### config.mk
export PLATFORM = sky130hd
export DESIGN_NAME = utf8_to_utf16_unit_decoder
export DESIGN_NICKNAME = d
export VERILOG_FILES = /design/src/rtl/u8u16_pkg.sv /design/src/rtl/u8u16_front.sv /design/src/rtl/u8u16_queue.sv /design/src/rtl/u8u16_back.sv /design/src/rtl/utf8_to_utf16_unit_decoder.sv
export SDC_FILE = /design/constraint.sdc
export NUM_CORES = 1
export LEC_CHECK = 0
export ABC_AREA = 1
export BUFFER_PORTS_ARGS = -buffer_cell sky130_fd_sc_hd__buf_2
export CORE_UTILIZATION = 50
export CTS_BUF_LIST = sky130_fd_sc_hd__clkbuf_8
export DETAILED_ROUTE_END_ITERATION = 10
export PLACE_DENSITY = 0.8
export SYNTH_ARGS = -nofsm -noshare
export SYNTH_HDL_FRONTEND = slang
export SYNTH_SLANG_ARGS = --single-unit
### constraint.sdc
create_clock -name clk -period 3.5 [get_ports clk]
set_clock_uncertainty 0.2 [all_clocks]
set_input_delay 0.525 -clock clk [delete_from_list [all_inputs] [get_ports clk]]
set_output_delay 0.525 -clock clk [all_outputs]
set_load 0.01 [all_outputs]
### src/rtl/u8u16_pkg.sv
package u8u16_pkg;

	localparam logic [15:0] REPL_UNIT = 16'h003F;

	typedef enum logic [2:0] {
		CLS_ASCII,
		CLS_CONT,
		CLS_LEAD2,
		CLS_LEAD3,
		CLS_LEAD4,
		CLS_INVALID
	} byte_class_t;

	// one queue entry: up to two code units caused by one input byte
	typedef struct packed {
		logic [15:0] unit;
		logic        repl;
		logic        two;     // a replacement goes out ahead of unit
		logic        last;    // the byte closed the string
	} unit_entry_t;

	function automatic byte_class_t classify(input logic [7:0] b);
		byte_class_t cls;
		cls = CLS_INVALID;
		if (!b[7])
			cls = CLS_ASCII;
		else if (b[7:6] == 2'b10)
			cls = CLS_CONT;
		else if (b[7:5] == 3'b110)
			cls = CLS_LEAD2;
		else if (b[7:4] == 4'b1110)
			cls = CLS_LEAD3;
		else if (b[7:3] == 5'b11110)
			cls = CLS_LEAD4;
		return cls;
	endfunction

endpackage

### src/rtl/u8u16_front.sv
module u8u16_front
	import u8u16_pkg::*;
(
	input  logic        clk,
	input  logic        arst_n,
	input  logic        accept,
	input  logic [7:0]  in_byte,
	input  logic        string_end,
	output logic        push,
	output unit_entry_t push_data
);

	logic [1:0]  pending_q;
	logic [15:0] acc_q;
	logic [1:0]  pending_d;
	logic [15:0] acc_d;
	logic        has_res;
	byte_class_t cls;

	always_comb begin
		cls                = classify(in_byte);
		pending_d          = pending_q;
		acc_d              = acc_q;
		has_res            = 1'b0;
		push_data.unit     = REPL_UNIT;
		push_data.repl     = 1'b1;
		push_data.two      = 1'b0;
		push_data.last     = string_end;
		unique case (cls)
			CLS_ASCII: begin
				push_data.two  = (pending_q != 2'd0);
				push_data.unit = {8'h00, in_byte};
				push_data.repl = 1'b0;
				has_res        = 1'b1;
				pending_d      = 2'd0;
			end
			CLS_CONT: begin
				if (pending_q != 2'd0) begin
					acc_d     = {acc_q[9:0], in_byte[5:0]};
					pending_d = pending_q - 2'd1;
					if (pending_d == 2'd0) begin
						has_res        = 1'b1;
						push_data.unit = acc_d;
						push_data.repl = 1'b0;
					end
				end else begin
					has_res = 1'b1;
				end
			end
			CLS_LEAD2: begin
				pending_d = 2'd1;
				acc_d     = {11'd0, in_byte[4:0]};
			end
			CLS_LEAD3: begin
				pending_d = 2'd2;
				acc_d     = {12'd0, in_byte[3:0]};
			end
			CLS_LEAD4: begin
				pending_d = 2'd3;
				acc_d     = {13'd0, in_byte[2:0]};
			end
			default: begin
				has_res   = 1'b1;
				pending_d = 2'd0;
			end
		endcase
		// sequence cut short by the end of the string
		if (string_end && pending_d != 2'd0) begin
			has_res        = 1'b1;
			push_data.unit = REPL_UNIT;
			push_data.repl = 1'b1;
			pending_d      = 2'd0;
		end
	end

	assign push = accept & has_res;

	always_ff @(posedge clk or negedge arst_n) begin
		if (!arst_n) begin
			pending_q <= 2'd0;
			acc_q     <= 16'd0;
		end else if (accept) begin
			pending_q <= pending_d;
			acc_q     <= acc_d;
		end
	end

endmodule

### src/rtl/u8u16_queue.sv
module u8u16_queue
	import u8u16_pkg::*;
#(
	parameter int DEPTH = 2
) (
	input  logic        clk,
	input  logic        arst_n,
	input  logic        push,
	input  unit_entry_t push_data,
	input  logic        pop,
	output unit_entry_t pop_data,
	output logic        full,
	output logic        empty
);

	localparam int AW = (DEPTH > 1) ? $clog2(DEPTH) : 1;
	localparam int CW = $clog2(DEPTH + 1);
	localparam logic [AW-1:0] LAST_PTR = AW'(DEPTH - 1);
	localparam logic [CW-1:0] FULL_CNT = CW'(DEPTH);

	unit_entry_t    mem_q [DEPTH];
	logic [AW-1:0]  wr_ptr_q;
	logic [AW-1:0]  rd_ptr_q;
	logic [CW-1:0]  count_q;

	assign full     = (count_q == FULL_CNT);
	assign empty    = (count_q == '0);
	assign pop_data = mem_q[rd_ptr_q];

	always_ff @(posedge clk) begin
		if (push)
			mem_q[wr_ptr_q] <= push_data;
	end

	always_ff @(posedge clk or negedge arst_n) begin
		if (!arst_n) begin
			wr_ptr_q <= '0;
			rd_ptr_q <= '0;
			count_q  <= '0;
		end else begin
			if (push)
				wr_ptr_q <= (wr_ptr_q == LAST_PTR) ? '0 : wr_ptr_q + AW'(1);
			if (pop)
				rd_ptr_q <= (rd_ptr_q == LAST_PTR) ? '0 : rd_ptr_q + AW'(1);
			if (push && !pop)
				count_q <= count_q + CW'(1);
			else if (pop && !push)
				count_q <= count_q - CW'(1);
		end
	end

endmodule

### src/rtl/u8u16_back.sv
module u8u16_back
	import u8u16_pkg::*;
(
	input  logic        clk,
	input  logic        arst_n,
	input  logic        entry_valid,
	input  unit_entry_t entry,
	output logic        pop,
	output logic        out_valid,
	input  logic        out_ready,
	output logic [15:0] code_unit,
	output logic        is_replacement,
	output logic        run_last,
	output logic        string_done
);

	logic out_valid_q;
	logic second_q;    // leading replacement of a two-unit entry already sent
	logic load;
	logic lead_repl;

	assign load      = entry_valid && (!out_valid_q || out_ready);
	assign lead_repl = entry.two && !second_q;
	assign pop       = load && !lead_repl;
	assign out_valid = out_valid_q;

	always_ff @(posedge clk or negedge arst_n) begin
		if (!arst_n) begin
			out_valid_q <= 1'b0;
			second_q    <= 1'b0;
		end else begin
			if (load) begin
				out_valid_q <= 1'b1;
				second_q    <= lead_repl;
			end else if (out_ready) begin
				out_valid_q <= 1'b0;
			end
		end
	end

	always_ff @(posedge clk) begin
		if (load) begin
			if (lead_repl) begin
				code_unit      <= REPL_UNIT;
				is_replacement <= 1'b1;
				run_last       <= 1'b0;
				string_done    <= 1'b0;
			end else begin
				code_unit      <= entry.unit;
				is_replacement <= entry.repl;
				run_last       <= 1'b1;
				string_done    <= entry.last;
			end
		end
	end

endmodule

### src/rtl/utf8_to_utf16_unit_decoder.sv
// channel | valid    | ready     | payload
// input   | in_valid | in_ready  | in_byte, string_end
// output  | out_valid| out_ready | code_unit, is_replacement, run_last, string_done
//
// one byte is taken per cycle while the unit queue has room
// a byte's first code unit is written into the unit queue, then loaded into the output register once it is free
// a byte that yields two units holds the output register for two transactions
// lead and mid-sequence bytes yield nothing and leave the queue alone, unless string_end cuts them short
// arst_n clears the pending count, the accumulator, the queue and the output valid
module utf8_to_utf16_unit_decoder
	import u8u16_pkg::*;
#(
	parameter int QUEUE_DEPTH = 2
) (
	input  logic        clk,
	input  logic        arst_n,
	input  logic        in_valid,
	output logic        in_ready,
	input  logic [7:0]  in_byte,
	input  logic        string_end,
	output logic        out_valid,
	input  logic        out_ready,
	output logic [15:0] code_unit,
	output logic        is_replacement,
	output logic        run_last,
	output logic        string_done
);

	logic        accept;
	logic        push;
	logic        pop;
	logic        full;
	logic        empty;
	unit_entry_t push_data;
	unit_entry_t pop_data;

	assign in_ready = !full;
	assign accept   = in_valid && in_ready;

	u8u16_front u_front (
		.clk        (clk),
		.arst_n     (arst_n),
		.accept     (accept),
		.in_byte    (in_byte),
		.string_end (string_end),
		.push       (push),
		.push_data  (push_data)
	);

	u8u16_queue #(
		.DEPTH (QUEUE_DEPTH)
	) u_queue (
		.clk       (clk),
		.arst_n    (arst_n),
		.push      (push),
		.push_data (push_data),
		.pop       (pop),
		.pop_data  (pop_data),
		.full      (full),
		.empty     (empty)
	);

	u8u16_back u_back (
		.clk            (clk),
		.arst_n         (arst_n),
		.entry_valid    (!empty),
		.entry          (pop_data),
		.pop            (pop),
		.out_valid      (out_valid),
		.out_ready      (out_ready),
		.code_unit      (code_unit),
		.is_replacement (is_replacement),
		.run_last       (run_last),
		.string_done    (string_done)
	);

endmodule
==> flow_metrics.py <==
metrics = {
    "sta": {
        "fmax_mhz": 429,
        "relSlewSlack_pct": 52.9,
        "rsz0062_at_grt": "no",
        "period_needed_ps": 2330,
        "tightest_slew_ps": 705,
        "hold_slack_ps": 206,
        "tns_ps": 0,
        "maxSlewViolCount": 0,
        "hold_viol_final": 0,
        "min_period_over_period_pct": 66.5,
        "setup_viol": 0,
    },
    "clock_tree": {
        "cts_resized": 0,
        "numCtsBuffers": 9,
        "root_buffer": "clkbuf_8",
        "clk-insertion-delay-late_ps": 340,
        "cts_buffer_depth": 2,
        "cts-htree-levels": 3,
        "clkSlewWorstSetupHoldPaths_ps": 70,
        "post_cts_buffers": 0,
        "clock-sinks": 75,
        "cts_tree": "yes",
    },
    "drt": {
        "vias": 1944,
        "dr.pass1.iters": 5,
        "wl_mm": 5.04,
        "wire_per_inst_um": 12.6,
        "wl_met2_mm": 2.49,
        "dr.first_iter.drc_count": 103,
        "vias_per_cell": 4.87,
        "met1_length_mm": 2.17,
        "route.detailed.drc": 0,
        "dr.max_layer_used": "met4",
        "met3RoutedLength_um": 244,
        "drtAntennaViolNets": 0,
    },
    "power_and_ir_drop": {
        "p_leak_nw": 1.60,
        "ir_worst_vdd_mv": 0.505,
        "p_per_area_nw_per_um2": 859,
    },
    "logic_synthesis": {
        "synthCells": 280,
        "synth_top_area_share_pct": 54.3,
        "synth_largest_area_cell": "edfxtp_1",
        "yosysSeqAreaShare_pct": 68.6,
        "ys_top_cells_by_area": "edfxtp_1 54%, dfrtp_1 14%, nand2_1 10%",
        "syn-cell-area_sq_um": 3150,
        "synth_fp_nets": 294,
        "syn_avg_cell_area_sq_um": 11.3,
        "ys_ff_latch": 75,
        "ys.warnings.count": 0,
        "synth_cell_types": 24,
    },
    "floorplanning": {
        "chipHeight_um": 81.4,
        "die_area_sq_um": 6620,
        "rows": 28,
        "io_pins": 34,
        "start_util_pct": 52.6,
        "core_area_sq_um": 5990,
        "die_x_um": 81.4,
    },
    "layout": {
        "nNetsFinal": 333,
        "stdcell_count": 399,
        "synthToLayoutAreaGrowth_pct": 14.2,
        "diodes": 0,
        "layout-drive-gt1-share_pct": 26.2,
    },
    "global_routing": {
        "grt.total_usage_pct": 18.5,
        "grt_pass1_vias": 1877,
        "grt_antenna_before_repair": 0,
        "grt_pass1_wl_mm": 8.58,
        "grt_max_degree": 22,
        "grt-ovfl-total": 0,
    },
    "setup_path": {
        "crit_arrival_ps": 2350,
        "required_ps": 3520,
        "r2r_cells": 7,
        "path_max_fanout": 20,
        "rrSetupSlack_ps": 1170,
        "regToRegEndpoint": "u_queue.count_q[1]$_DFFE_PN0P_",
        "worstSetupEndpoint": "u_queue.count_q[1]$_DFFE_PN0P_",
        "start_kind": "flop",
        "end_kind": "flop",
        "startpoint": "u_queue.rd_ptr_q$_DFFE_PN0P_",
        "worstReg2RegStart": "u_queue.rd_ptr_q$_DFFE_PN0P_",
        "critPathKind": "flop to flop",
    },
    "hold_path": {
        "worstHoldPathType": "primary input to flop",
    },
    "placement": {
        "place.gp.congestion": 0.798,
        "port_buffers": 33,
        "dp_hpwl_mm": 3.50,
        "post-place-cells": 382,
    },
    "run": {
        "maxCapViolations": 0,
    },
    "outcome": {
        "status": "complete, no violations",
    },
}
==> flip-flops by register name, indices dropped and copies added, names as in the netlist <==
| signal | count |
|---|---|
| u_back.code_unit | 16 |
| u_back.is_replacement | 1 |
| u_back.out_valid | 1 |
| u_back.run_last | 1 |
| u_back.second_q | 1 |
| u_back.string_done | 1 |
| u_front.acc_q | 10 |
| u_front.pending_q | 2 |
| u_queue.count_q | 2 |
| u_queue.mem_q | 38 |
| u_queue.rd_ptr_q | 1 |
| u_queue.wr_ptr_q | 1 |
==> placed cells by master, fill, tap and decap left out <==
master	synthesis	layout
nand3_1	17	17
dlygate4sd3_1	0	1
nand2_1	88	88
clkinv_1	1	1
o21ai_0	4	4
xor2_1	2	2
bufinv_16	0	2
clkbuf_8	0	11
o21ai_2	11	11
clkinvlp_4	0	1
inv_2	2	2
o31ai_1	1	1
clkinv_2	1	2
nand2_2	14	14
buf_4	1	4
inv_1	28	29
dfrtp_1	18	18
a21oi_1	3	2
ha_1	1	1
a21oi_2	0	1
or2_2	2	2
nor2_1	14	14
buf_2	4	33
xnor2_1	1	1
o21a_1	1	1
nand3_2	2	2
o21ai_1	2	2
edfxtp_1	57	57
==> final cells by class <==
class / count / area [sq um]
sequential: 75 / 2160
clock inverter: 5 / 76.3
fill: 490 / 2390
inverter: 32 / 121
tap: 75 / 93.8
multi-input combinational: 163 / 787
timing repair buffer: 38 / 205
clock buffer: 11 / 151
==> synthesized netlist by cell type (all sizes together) <==
cell type	instances
nand2	102
o21a	1
buf	10
inv	30
edfxtp	57
o31ai	1
a21oi	3
nor2	14
nand3	19
or2	2
clkinv	2
ha	1
xnor2	1
dfrtp	18
o21ai	17
xor2	2
==> cells by family (layout without fill, tap and decap cells) <==
kind of cell / count (synthesis) / count (layout) / share of synthesized area, %
flops: 75 / 75 / 68.6
buf+inv: 42 / 86 / 6.51
fa+ha+maj: 1 / 1 / 0.397
xor+xnor: 3 / 3 / 0.834
compound gates: 22 / 22 / 4.96
simple gates: 137 / 137 / 18.7
==> power breakdown <==
group	switching (mW)	leakage [nW]	internal [mW]
combinational	0.554	0.723	0.320
clock	0.299	0.117	0.436
sequential	0.145	0.760	1.34
total	0.998	1.60	2.09
==> metrics by stage <==
step                      worst slack (ps)  area, sq um  total power [mW]  utilization [%]
after floorplan                        582         3150              2.13                -
after global placement                1170         3360              2.35             56.1
after detailed placement              1080         3360              2.39             56.1
after CTS                             1200         3600              3.12             60.0
after global routing                  1080         3600              3.31             60.0
final                                 1170         3600              3.09             60.0
==> critical path: stages, from the launching register on <==
cell and delay (ps):
dfrtp_1 780, inv_1 160, o21ai_2 190, nand2_1 140, ha_1 330, a21oi_1 120
o21ai_0 130, xor2_1 160
==> worst min path at each step <==
stage / from / end / cells after the start
global placement: u_queue.wr_ptr_q$_DFFE_PN0P_ / u_queue.wr_ptr_q$_DFFE_PN0P_ / 2
global route: string_end / u_queue.mem_q[1][0]$_DFFE_PP_ / 1
finish: string_end / u_queue.mem_q[0][0]$_DFFE_PP_ / 1
detailed placement: u_queue.wr_ptr_q$_DFFE_PN0P_ / u_queue.wr_ptr_q$_DFFE_PN0P_ / 2
floorplan: arst_n / u_back.out_valid$_DFFE_PN0P_ / 0
CTS: string_end / u_queue.mem_q[0][0]$_DFFE_PP_ / 1
==> timing repair <==
item / CTS / global route
hold endpoints to repair: 18 / 0
hold buffers: 1 / 0
setup endpoints to repair: 0 / 0
==> metal layers <==
| metal | up-vias | global-route usage [%] |
|---|---|---|
| met2 | 50 | 28.8 |
| met4 | 0 | 10.9 |
| met5 | - | 0 |
| met3 | 15 | 5.84 |
| met1 | 896 | 22.5 |
| li1 | 983 | - |
No activity file was read; power rests on OpenSTA's default activity.
